[src/hw/rtl/sckt_pkg.sv]
`timescale 1ns / 1ps
// ----------------------------------------------------------------------------
// sckt_pkg: shared types and codes of the sorted counted key table
// Widths, op and status codes, and the structs passed between the table
// sequencer, the entry store and the compare/step unit.
// ----------------------------------------------------------------------------
package sckt_pkg;

   // Table size and derived widths
   localparam int CAPACITY = 16;
   localparam int IDX_W    = $clog2(CAPACITY);
   localparam int CNT_W    = $clog2(CAPACITY + 1);

   // Field widths
   localparam int OP_W     = 2;
   localparam int KEY_W    = 14;
   localparam int QTY_W    = 16;
   localparam int STATUS_W = 3;

   typedef logic [OP_W-1:0]     op_type;
   typedef logic [KEY_W-1:0]    key_type;
   typedef logic [QTY_W-1:0]    qty_type;
   typedef logic [STATUS_W-1:0] status_type;
   typedef logic [IDX_W-1:0]    idx_type;
   typedef logic [CNT_W-1:0]    cnt_type;

   // Op codes
   localparam op_type OP_ADD  = 2'd0;
   localparam op_type OP_SUB  = 2'd1;
   localparam op_type OP_LIST = 2'd2;

   // Status codes
   localparam status_type ST_INSERTED  = 3'd0;
   localparam status_type ST_RAISED    = 3'd1;
   localparam status_type ST_LOWERED   = 3'd2;
   localparam status_type ST_REMOVED   = 3'd3;
   localparam status_type ST_NOT_FOUND = 3'd4;
   localparam status_type ST_FULL      = 3'd5;
   localparam status_type ST_LISTED    = 3'd6;
   localparam status_type ST_EMPTY     = 3'd7;

   localparam qty_type QTY_ONE = qty_type'(1);

   // One table entry
   typedef struct packed {
      key_type key;
      qty_type qty;
   } entry_type;

   // Store write request
   typedef struct packed {
      logic      en;
      idx_type   addr;
      entry_type data;
   } wr_type;

   // Compare/step unit result
   typedef struct packed {
      logic    lt;
      logic    eq;
      logic    above_one;
      qty_type step;
   } alu_type;

   // Result beat handed to the output register
   typedef struct packed {
      logic       valid;
      status_type status;
      key_type    key;
      qty_type    qty;
      logic       last;
   } emit_type;

endpackage

[src/hw/rtl/sckt_req_if.sv]
`timescale 1ns / 1ps
// ----------------------------------------------------------------------------
// sckt_req_if: request channel
// Valid/ready channel carrying one op and one item number per beat.
// ----------------------------------------------------------------------------
interface sckt_req_if;
   import sckt_pkg::*;

   logic    valid;
   logic    ready;
   op_type  op;
   key_type item_number;

   modport source (output valid, output op, output item_number, input ready);
   modport sink   (input valid, input op, input item_number, output ready);
endinterface

[src/hw/rtl/sckt_rsp_if.sv]
`timescale 1ns / 1ps
// ----------------------------------------------------------------------------
// sckt_rsp_if: response channel
// Valid/ready channel carrying one result beat: status, key, quantity, last.
// ----------------------------------------------------------------------------
interface sckt_rsp_if;
   import sckt_pkg::*;

   logic       valid;
   logic       ready;
   status_type status;
   key_type    entry_key;
   qty_type    quantity;
   logic       last;

   modport source (output valid, output status, output entry_key, output quantity,
                   output last, input ready);
   modport sink   (input valid, input status, input entry_key, input quantity,
                   input last, output ready);
endinterface

[src/hw/rtl/sckt_store.sv]
`timescale 1ns / 1ps
// ----------------------------------------------------------------------------
// sckt_store: entry store
// Single write port, single read port table of key/quantity entries with
// registered read data.
// ----------------------------------------------------------------------------
module sckt_store (
   input  logic                clock,
   input  sckt_pkg::wr_type    wr,
   input  sckt_pkg::idx_type   rd_addr,
   output sckt_pkg::entry_type rd_entry
);
   import sckt_pkg::*;

   entry_type mem [CAPACITY];
   entry_type rd_entry_ff;

   // Write the requested entry
   always_ff @(posedge clock) begin
      if (wr.en) begin
         mem[wr.addr] <= wr.data;
      end
   end

   // Register the read data
   always_ff @(posedge clock) begin
      rd_entry_ff <= mem[rd_addr];
   end

   assign rd_entry = rd_entry_ff;

endmodule

[src/hw/rtl/sckt_alu.sv]
`timescale 1ns / 1ps
// ----------------------------------------------------------------------------
// sckt_alu: shared compare and quantity step unit
// Compares a stored key against the search key and steps the stored
// quantity up (saturating) or down by one.
// ----------------------------------------------------------------------------
module sckt_alu (
   input  sckt_pkg::entry_type entry,
   input  sckt_pkg::key_type   key,
   input  logic                dec,
   output sckt_pkg::alu_type   res
);
   import sckt_pkg::*;

   qty_type sum;

   // One adder serves both directions: add all ones to step down
   assign sum = entry.qty + (dec ? {QTY_W{1'b1}} : QTY_ONE);

   always_comb begin
      res.lt        = entry.key < key;
      res.eq        = entry.key == key;
      res.above_one = entry.qty > QTY_ONE;
      // Hold a saturated quantity on the way up
      res.step      = (!dec && (&entry.qty)) ? entry.qty : sum;
   end

endmodule

[src/hw/rtl/sckt_seq.sv]
`timescale 1ns / 1ps
// ----------------------------------------------------------------------------
// sckt_seq: table sequencer
// Walks the store one entry a cycle to search, shift for insert or removal,
// and list (when the output is free); drives compare/step, emits result beats.
// ----------------------------------------------------------------------------
module sckt_seq (
   input  logic                clock,
   input  logic                reset,
   input  logic                req_valid,
   input  sckt_pkg::op_type    req_op,
   input  sckt_pkg::key_type   req_item_number,
   output logic                req_ready,
   input  logic                out_free,
   output sckt_pkg::emit_type  emit,
   output sckt_pkg::wr_type    wr,
   output sckt_pkg::idx_type   rd_addr,
   input  sckt_pkg::entry_type rd_entry,
   output logic                alu_dec,
   output sckt_pkg::key_type   alu_key,
   input  sckt_pkg::alu_type   alu
);
   import sckt_pkg::*;

   typedef enum logic [5:0] {
      S_IDLE     = 6'b000001,
      S_SEARCH   = 6'b000010,
      S_SHIFT_UP = 6'b000100,
      S_INSERT   = 6'b001000,
      S_SHIFT_DN = 6'b010000,
      S_LIST     = 6'b100000
   } state_type;

   state_type state_ff, state_in;
   cnt_type   used_ff, used_in;
   cnt_type   pos_ff, pos_in;
   cnt_type   idx_ff, idx_in;
   key_type   key_ff, key_in;
   op_type    op_ff, op_in;

   logic    has_entries;
   logic    below;
   logic    found;
   cnt_type pos_next;
   cnt_type idx_next;
   cnt_type idx_prev;
   cnt_type used_last;

   assign has_entries = used_ff != '0;
   assign below       = has_entries && alu.lt;
   assign found       = has_entries && alu.eq;
   assign pos_next    = pos_ff + cnt_type'(1);
   assign idx_next    = idx_ff + cnt_type'(1);
   assign idx_prev    = idx_ff - cnt_type'(1);
   assign used_last   = used_ff - cnt_type'(1);

   assign alu_dec = op_ff == OP_SUB;
   assign alu_key = key_ff;

   // Sequence one op
   always_comb begin
      state_in  = state_ff;
      used_in   = used_ff;
      pos_in    = pos_ff;
      idx_in    = idx_ff;
      key_in    = key_ff;
      op_in     = op_ff;
      rd_addr   = idx_ff[IDX_W-1:0];
      wr        = '0;
      emit      = '0;
      req_ready = 1'b0;

      unique case (state_ff)
         S_IDLE: begin
            req_ready = 1'b1;
            rd_addr   = '0;
            if (req_valid) begin
               key_in = req_item_number;
               op_in  = req_op;
               pos_in = '0;
               idx_in = '0;
               if (req_op == OP_ADD || req_op == OP_SUB) begin
                  state_in = S_SEARCH;
               end else if (req_op == OP_LIST) begin
                  state_in = S_LIST;
               end
            end
         end

         S_SEARCH: begin
            rd_addr = pos_ff[IDX_W-1:0];
            if (below && pos_next < used_ff) begin
               // advance to the next stored key
               pos_in  = pos_next;
               rd_addr = pos_next[IDX_W-1:0];
            end else if (out_free) begin
               state_in = S_IDLE;
               if (op_ff == OP_ADD) begin
                  if (found) begin
                     wr.en      = 1'b1;
                     wr.addr    = pos_ff[IDX_W-1:0];
                     wr.data    = '{key: key_ff, qty: alu.step};
                     emit       = '{valid: 1'b1, status: ST_RAISED, key: key_ff,
                                    qty: alu.step, last: 1'b1};
                  end else if (used_ff == cnt_type'(CAPACITY)) begin
                     emit       = '{valid: 1'b1, status: ST_FULL, key: key_ff,
                                    qty: '0, last: 1'b1};
                  end else if (below) begin
                     // new key goes past the end
                     pos_in   = used_ff;
                     state_in = S_INSERT;
                  end else if (!has_entries) begin
                     state_in = S_INSERT;
                  end else begin
                     // open a slot at pos by shifting the tail up
                     idx_in   = used_last;
                     rd_addr  = used_last[IDX_W-1:0];
                     state_in = S_SHIFT_UP;
                  end
               end else begin
                  if (!found) begin
                     emit = '{valid: 1'b1, status: ST_NOT_FOUND, key: key_ff,
                              qty: '0, last: 1'b1};
                  end else if (alu.above_one) begin
                     wr.en   = 1'b1;
                     wr.addr = pos_ff[IDX_W-1:0];
                     wr.data = '{key: key_ff, qty: alu.step};
                     emit    = '{valid: 1'b1, status: ST_LOWERED, key: key_ff,
                                 qty: alu.step, last: 1'b1};
                  end else if (pos_next < used_ff) begin
                     // close the gap by shifting the tail down
                     idx_in   = pos_next;
                     rd_addr  = pos_next[IDX_W-1:0];
                     state_in = S_SHIFT_DN;
                  end else begin
                     used_in = used_last;
                     emit    = '{valid: 1'b1, status: ST_REMOVED, key: key_ff,
                                 qty: '0, last: 1'b1};
                  end
               end
            end
         end

         S_SHIFT_UP: begin
            wr.en   = 1'b1;
            wr.addr = idx_next[IDX_W-1:0];
            wr.data = rd_entry;
            if (idx_ff == pos_ff) begin
               state_in = S_INSERT;
            end else begin
               idx_in  = idx_prev;
               rd_addr = idx_prev[IDX_W-1:0];
            end
         end

         S_INSERT: begin
            if (out_free) begin
               wr.en    = 1'b1;
               wr.addr  = pos_ff[IDX_W-1:0];
               wr.data  = '{key: key_ff, qty: QTY_ONE};
               used_in  = used_ff + cnt_type'(1);
               emit     = '{valid: 1'b1, status: ST_INSERTED, key: key_ff,
                            qty: QTY_ONE, last: 1'b1};
               state_in = S_IDLE;
            end
         end

         S_SHIFT_DN: begin
            if (idx_next < used_ff) begin
               wr.en   = 1'b1;
               wr.addr = idx_prev[IDX_W-1:0];
               wr.data = rd_entry;
               idx_in  = idx_next;
               rd_addr = idx_next[IDX_W-1:0];
            end else if (out_free) begin
               wr.en    = 1'b1;
               wr.addr  = idx_prev[IDX_W-1:0];
               wr.data  = rd_entry;
               used_in  = used_last;
               emit     = '{valid: 1'b1, status: ST_REMOVED, key: key_ff,
                            qty: '0, last: 1'b1};
               state_in = S_IDLE;
            end
         end

         S_LIST: begin
            if (!has_entries) begin
               if (out_free) begin
                  emit     = '{valid: 1'b1, status: ST_EMPTY, key: '0,
                               qty: '0, last: 1'b1};
                  state_in = S_IDLE;
               end
            end else if (out_free) begin
               emit = '{valid: 1'b1, status: ST_LISTED, key: rd_entry.key,
                        qty: rd_entry.qty, last: idx_next == used_ff};
               if (idx_next == used_ff) begin
                  state_in = S_IDLE;
               end else begin
                  idx_in  = idx_next;
                  rd_addr = idx_next[IDX_W-1:0];
               end
            end
         end

         default: begin
            state_in = S_IDLE;
         end
      endcase
   end

   // Control state
   always_ff @(posedge clock) begin
      if (reset) begin
         state_ff <= S_IDLE;
         used_ff  <= '0;
      end else begin
         state_ff <= state_in;
         used_ff  <= used_in;
      end
   end

   // Working registers
   always_ff @(posedge clock) begin
      pos_ff <= pos_in;
      idx_ff <= idx_in;
      key_ff <= key_in;
      op_ff  <= op_in;
   end

endmodule

[src/hw/rtl/sorted_counted_key_table.sv]
`timescale 1ns / 1ps
// ----------------------------------------------------------------------------
// sorted_counted_key_table: sorted table of keys with quantities
// Adds, subtracts and lists keys kept in ascending order, each with a
// saturating quantity; one sequencer walks a one-read, one-write port store.
// ----------------------------------------------------------------------------
//  channel | dir | beat payload                          | handshake
//  req_bus | in  | op, item_number                       | valid/ready
//  rsp_bus | out | status, entry_key, quantity, last     | valid/ready
//
// Add/subtract: after the idle state takes the request, a search walks up to
// the lower-bound position; its last step writes a raise or lower and loads
// the answer. An insert then shifts each entry from that position up and
// writes the key; a removal shifts each entry behind it down. List: after
// the idle state, one beat per stored entry, or one empty beat.
// Reset empties the table at once; no clearing pass.
// A stalled response holds the sequencer at its next result beat; a new
// request is taken as soon as the sequencer is idle.
// ----------------------------------------------------------------------------
module sorted_counted_key_table (
   input  logic  clock,
   input  logic  reset,
   sckt_req_if.sink   req_bus,
   sckt_rsp_if.source rsp_bus
);
   import sckt_pkg::*;

   emit_type  emit;
   wr_type    wr;
   idx_type   rd_addr;
   entry_type rd_entry;
   alu_type   alu;
   logic      alu_dec;
   key_type   alu_key;
   logic      out_free;

   logic       rsp_valid_ff;
   status_type rsp_status_ff;
   key_type    rsp_key_ff;
   qty_type    rsp_qty_ff;
   logic       rsp_last_ff;

   assign out_free = !rsp_valid_ff || rsp_bus.ready;

   sckt_seq u_seq (
      .clock           (clock),
      .reset           (reset),
      .req_valid       (req_bus.valid),
      .req_op          (req_bus.op),
      .req_item_number (req_bus.item_number),
      .req_ready       (req_bus.ready),
      .out_free        (out_free),
      .emit            (emit),
      .wr              (wr),
      .rd_addr         (rd_addr),
      .rd_entry        (rd_entry),
      .alu_dec         (alu_dec),
      .alu_key         (alu_key),
      .alu             (alu)
   );

   sckt_store u_store (
      .clock    (clock),
      .wr       (wr),
      .rd_addr  (rd_addr),
      .rd_entry (rd_entry)
   );

   sckt_alu u_alu (
      .entry (rd_entry),
      .key   (alu_key),
      .dec   (alu_dec),
      .res   (alu)
   );

   // Output register valid: load on emit, drop when taken
   always_ff @(posedge clock) begin
      if (reset) begin
         rsp_valid_ff <= 1'b0;
      end else if (emit.valid) begin
         rsp_valid_ff <= 1'b1;
      end else if (rsp_bus.ready) begin
         rsp_valid_ff <= 1'b0;
      end
   end

   // Output register payload
   always_ff @(posedge clock) begin
      if (emit.valid) begin
         rsp_status_ff <= emit.status;
         rsp_key_ff    <= emit.key;
         rsp_qty_ff    <= emit.qty;
         rsp_last_ff   <= emit.last;
      end
   end

   assign rsp_bus.valid     = rsp_valid_ff;
   assign rsp_bus.status    = rsp_status_ff;
   assign rsp_bus.entry_key = rsp_key_ff;
   assign rsp_bus.quantity  = rsp_qty_ff;
   assign rsp_bus.last      = rsp_last_ff;

endmodule

[src/flat_wrapper.sv]
// flat-port wrapper written by rule: the top's interface ports become plain ports
module sorted_counted_key_table_flat import sckt_pkg::*;
  (clock, reset, req_bus_valid, req_bus_op, req_bus_item_number, req_bus_ready, rsp_bus_valid, rsp_bus_status, rsp_bus_entry_key, rsp_bus_quantity, rsp_bus_last, rsp_bus_ready);
  sckt_req_if req_bus_i ();
  sckt_rsp_if rsp_bus_i ();
  input  logic clock;
  input  logic reset;
  input wire logic [$bits(req_bus_i.valid)-1:0] req_bus_valid;
  input wire logic [$bits(req_bus_i.op)-1:0] req_bus_op;
  input wire logic [$bits(req_bus_i.item_number)-1:0] req_bus_item_number;
  output wire logic [$bits(req_bus_i.ready)-1:0] req_bus_ready;
  output wire logic [$bits(rsp_bus_i.valid)-1:0] rsp_bus_valid;
  output wire logic [$bits(rsp_bus_i.status)-1:0] rsp_bus_status;
  output wire logic [$bits(rsp_bus_i.entry_key)-1:0] rsp_bus_entry_key;
  output wire logic [$bits(rsp_bus_i.quantity)-1:0] rsp_bus_quantity;
  output wire logic [$bits(rsp_bus_i.last)-1:0] rsp_bus_last;
  input wire logic [$bits(rsp_bus_i.ready)-1:0] rsp_bus_ready;
  assign req_bus_i.valid = req_bus_valid;
  assign req_bus_i.op = req_bus_op;
  assign req_bus_i.item_number = req_bus_item_number;
  assign req_bus_ready = req_bus_i.ready;
  assign rsp_bus_valid = rsp_bus_i.valid;
  assign rsp_bus_status = rsp_bus_i.status;
  assign rsp_bus_entry_key = rsp_bus_i.entry_key;
  assign rsp_bus_quantity = rsp_bus_i.quantity;
  assign rsp_bus_last = rsp_bus_i.last;
  assign rsp_bus_i.ready = rsp_bus_ready;
  sorted_counted_key_table u_core (.clock(clock), .reset(reset), .req_bus(req_bus_i), .rsp_bus(rsp_bus_i));
endmodule
[config.mk]
export PLATFORM = sky130hd
export DESIGN_NAME = sorted_counted_key_table_flat
export DESIGN_NICKNAME = d
export VERILOG_FILES = /design/src/hw/rtl/sckt_pkg.sv /design/src/hw/rtl/sckt_req_if.sv /design/src/hw/rtl/sckt_rsp_if.sv /design/src/hw/rtl/sckt_store.sv /design/src/hw/rtl/sckt_alu.sv /design/src/hw/rtl/sckt_seq.sv /design/src/hw/rtl/sorted_counted_key_table.sv /design/src/flat_wrapper.sv
export SDC_FILE = /design/constraint.sdc
export NUM_CORES = 1
export LEC_CHECK = 0
export BUFFER_PORTS_ARGS = -buffer_cell sky130_fd_sc_hd__buf_2
export CAP_MARGIN = 10
export CORE_UTILIZATION = 45
export CTS_CLUSTER_DIAMETER = 100
export CTS_CLUSTER_SIZE = 28
export DETAILED_ROUTE_END_ITERATION = 16
export PLACE_DENSITY = 0.65
export SYNTH_ARGS = -nofsm -noshare
export SYNTH_HDL_FRONTEND = slang
export SYNTH_SLANG_ARGS = --single-unit
[constraint.sdc]
create_clock -name clock -period 8 [get_ports clock]
set_clock_uncertainty 0.05 [all_clocks]
set_input_delay 1.2 -clock clock [delete_from_list [all_inputs] [get_ports clock]]
set_output_delay 1.2 -clock clock [all_outputs]
set_load 0.05 [all_outputs]
==> key figures <==
Route
  • ANT nets after route: 0
  • WL/cell: 23.9 µm
  • Via density: 5.89
  • Total wire length: 61800 µm
  • Vias post-DR: 15200
  • Pre-Repair DR Iteration Count: 5
  • # DRC: 0
  • DR iter-0 viols: 1300

Logic synthesis
  • Main synth FF type: edfxtp_1
  • Syn Inst Count: 1807
  • Seq cells post-synth: 582
  • Ys async rst share: 0%
  • Top cell type by total area after synthesis: edfxtp_1
  • Multiplexer share of the synthesized area: 8.37%
  • Mean Syn Cell Area: 14.1 µm²
  • EDFF count, synth: 540
  • Seq/Total Area, Yosys: 66.9%
  • Main combinational cell family by area after synthesis: compound AO/OA/AOI/OAI gates
  • Adder-cell share of the synthesized area: 2.14%
  • Commonest cells post-synth: edfxtp_1 (540), mux2i_1 (212), nand2_1 (204), nor2b_1 (74), a211oi_1 (67)
  • Synth Area in XOR/XNOR: 1.13%
  • Simple-gate area share of the yosys netlist: 8.78%
  • Synth Area in Compound Gates: 9.90%
  • Cell with the most instances after synthesis: edfxtp_1
  • Yosys warnings: 0
  • Cell Area, Synth: 25500 µm²
  • Count of different cell masters after synthesis: 75
  • Syn Nets: 1870
  • Synth area leaders: edfxtp_1 (64%), mux2i_1 (8.3%), dfxtp_1 (3.3%)
  • Yosys top cell area share: 63.6%

Power and ir drop
  • Worst IR Drop VDD: 0.241 mV
  • Leakage: 10.8 nW
  • Pwr/cell area: 314 nW/µm²
  • Power, Total: 8.61 mW

Placement
  • Placed insts: 2539
  • Gpl congestion: 0.904
  • Detail Placement HPWL: 37500 µm
  • Area after DPL: 26600 µm²
  • IO buf count: 55
  • Placement Setup Slack: 2280 ps

Cells and area
  • Multi-input gate area: 7880 µm²
  • Nets: 1884
  • Final Instance Area: 27400 µm²
  • Layout Cells excl Fill: 2588
  • Area delta synth->final: 7.70%
  • Util after Layout: 49.4%
  • Share of layout cells above drive strength 1: 8.75%
  • N_diodes: 0
  • FF/Latch Area: 17100 µm²
  • Filler cells: 4755

Clocking
  • Hold Buf Count CTS: 0
  • Total CTS buffers: 25
  • Setup bufs post-CTS: 0
  • H-tree depth: 1
  • Clock Path Buffers: 3
  • Clk Latency, worst-skew pair: 620 ps
  • CTS sink cnt: 582
  • Post-CTS Resized: 0
  • CTS tree: yes
  • Clock root buffer: clkbuf_16
  • Worst-path clk slew: 110 ps

Setup path
  • R2R depth: 13
  • Setup CP Type: register to register
  • Terminus of the critical flop-to-flop path: u_core.u_store.rd_entry[10]
  • Nature of the critical path endpoint: register
  • R2r setup slk: 2250 ps
  • Crit Path Max Fanout: 59
  • Crit Reg-Reg Startpoint: u_core.u_seq.pos_ff[0]
  • Critical Path Start Type: register
  • WP data required: 8400 ps
  • WP data arrival: 6140 ps

Floorplan
  • Initial core utilization: 45.9%
  • I/O pin count: 56
  • Die Span Y: 240 µm
  • # rows: 86
  • Core footprint: 55500 µm²
  • Chip Width: 240 µm
  • Die area: 57600 µm²

STA
  • Max-slew violations: 0
  • Setup TNS: 0 ps
  • Max_slew headroom: 15.4%
  • # setup viols final: 0
  • Final Hold Viols: 0
  • Period minus WS final: 5750 ps
  • Worst-Margin Slew: 1270 ps
  • Setup ws final: 2250 ps
  • Final period util: 71.8%
  • Fmax achieved: 174 MHz
  • Hold_ws: 522 ps
  • RSZ-0062 raised after global routing: false

Global routing
  • Vias in the first global route: 14700
  • Overall Global Routing Usage: 21.5%
  • Antenna violations before repair: 0
  • GR Overflow Total: 0
  • First-pass GRT wire length: 92400 µm
  • Pin count of the biggest net entering global routing: 83

Min path
  • Hold endpoint: u_core.u_seq.state_ff[1]
  • Hold depth: 2
  • Min-delay src: u_core.u_seq.state_ff[1]
  • Hold/Removal Path Class: register to register

Run status
  • Status: finished, final reports clean

Job
  • Max-cap violations: 0
==> logic make-up (layout without fill, tap and decap cells) <==
kind of cell,after synthesis,after routing
flip-flops,582,582
AND/OR/NAND/NOR,461,461
AO/OA/AOI/OAI,340,340
multiplexers,213,213
buffers and inverters,135,168
adder cells (fa/ha/maj),43,43
XOR/XNOR,33,33
==> cells in the final DEF (no fill, tap or decap), types with 33 or more instances in the layout <==
| master | netlist | final |
|---|---|---|
| buf_2 | 17 | 55 |
| o21ai_0 | 54 | 51 |
| edfxtp_1 | 540 | 540 |
| mux2i_1 | 212 | 212 |
| nand2_1 | 204 | 204 |
| nor2_1 | 60 | 48 |
| nor2b_1 | 74 | 70 |
| a21oi_1 | 39 | 39 |
| ha_1 | 42 | 42 |
| inv_1 | 33 | 33 |
| a211oi_1 | 67 | 67 |
| dfxtp_1 | 42 | 42 |
| nand3_1 | 45 | 45 |
==> critical path, stage by stage (launching register included) <==
cell	delay, ps
edfxtp_1	650
ha_1	330
xor2_1	350
ha_1	320
a21o_1	180
a31oi_1	140
o21ai_1	320
nor3_4	530
a221oi_1	200
a31oi_4	980
buf_4	740
nor2b_1	110
a211oi_1	440
o311ai_1	230
==> worst max path at each step <==
stage	from	to
floorplan	u_core.u_seq.pos_ff[0]	u_core.u_store.mem[4][0]
global placement	u_core.u_seq.pos_ff[0]	u_core.u_store.mem[9][27]
detailed placement	u_core.u_seq.pos_ff[0]	u_core.u_store.mem[8][27]
CTS	u_core.u_seq.pos_ff[0]	u_core.u_store.mem[8][13]
global route	u_core.u_seq.pos_ff[0]	u_core.u_store.rd_entry[10]
finish	u_core.u_seq.pos_ff[0]	u_core.u_store.rd_entry[10]
==> routing by layer <==
metal | part of all wire, % | up-vias | global-route usage [%]
met5 | 0 | - | 0
met4 | 2.0 | 0 | 4.84
met3 | 7.0 | 72 | 3.43
met2 | 46 | 527 | 34.5
met1 | 45 | 7705 | 30.8
li1 | - | 6944 | -
==> power breakdown <==
group / internal (mW) / switching [mW] / total [mW]
logic: 1.19 / 2.04 / 3.23
clock network: 0.676 / 0.939 / 1.61
registers: 3.52 / 0.242 / 3.76
total: 5.38 / 3.22 / 8.61
==> state kept, by name, summed over array words and instances, names as in the netlist, 5 cells and up <==
name	cells
u_core.u_seq.idx_ff	5
u_core.rsp_bus.quantity	16
u_core.u_seq.state_ff	6
u_core.u_seq.alu_key	14
u_core.u_store.mem	480
u_core.u_store.rd_entry	30
u_core.u_seq.used_ff	5
u_core.rsp_bus.entry_key	14
u_core.u_seq.pos_ff	5
==> layout make-up <==
type	instances	share of cell area, %
clock buffers	41	2.50
clock inverters	5	0.410
inverters	33	0.451
multi-input cells	1090	28.7
flip-flops and latches	582	62.2
well taps	748	3.41
repair buffers	89	2.37
No activity file was read; power rests on OpenSTA's default activity.
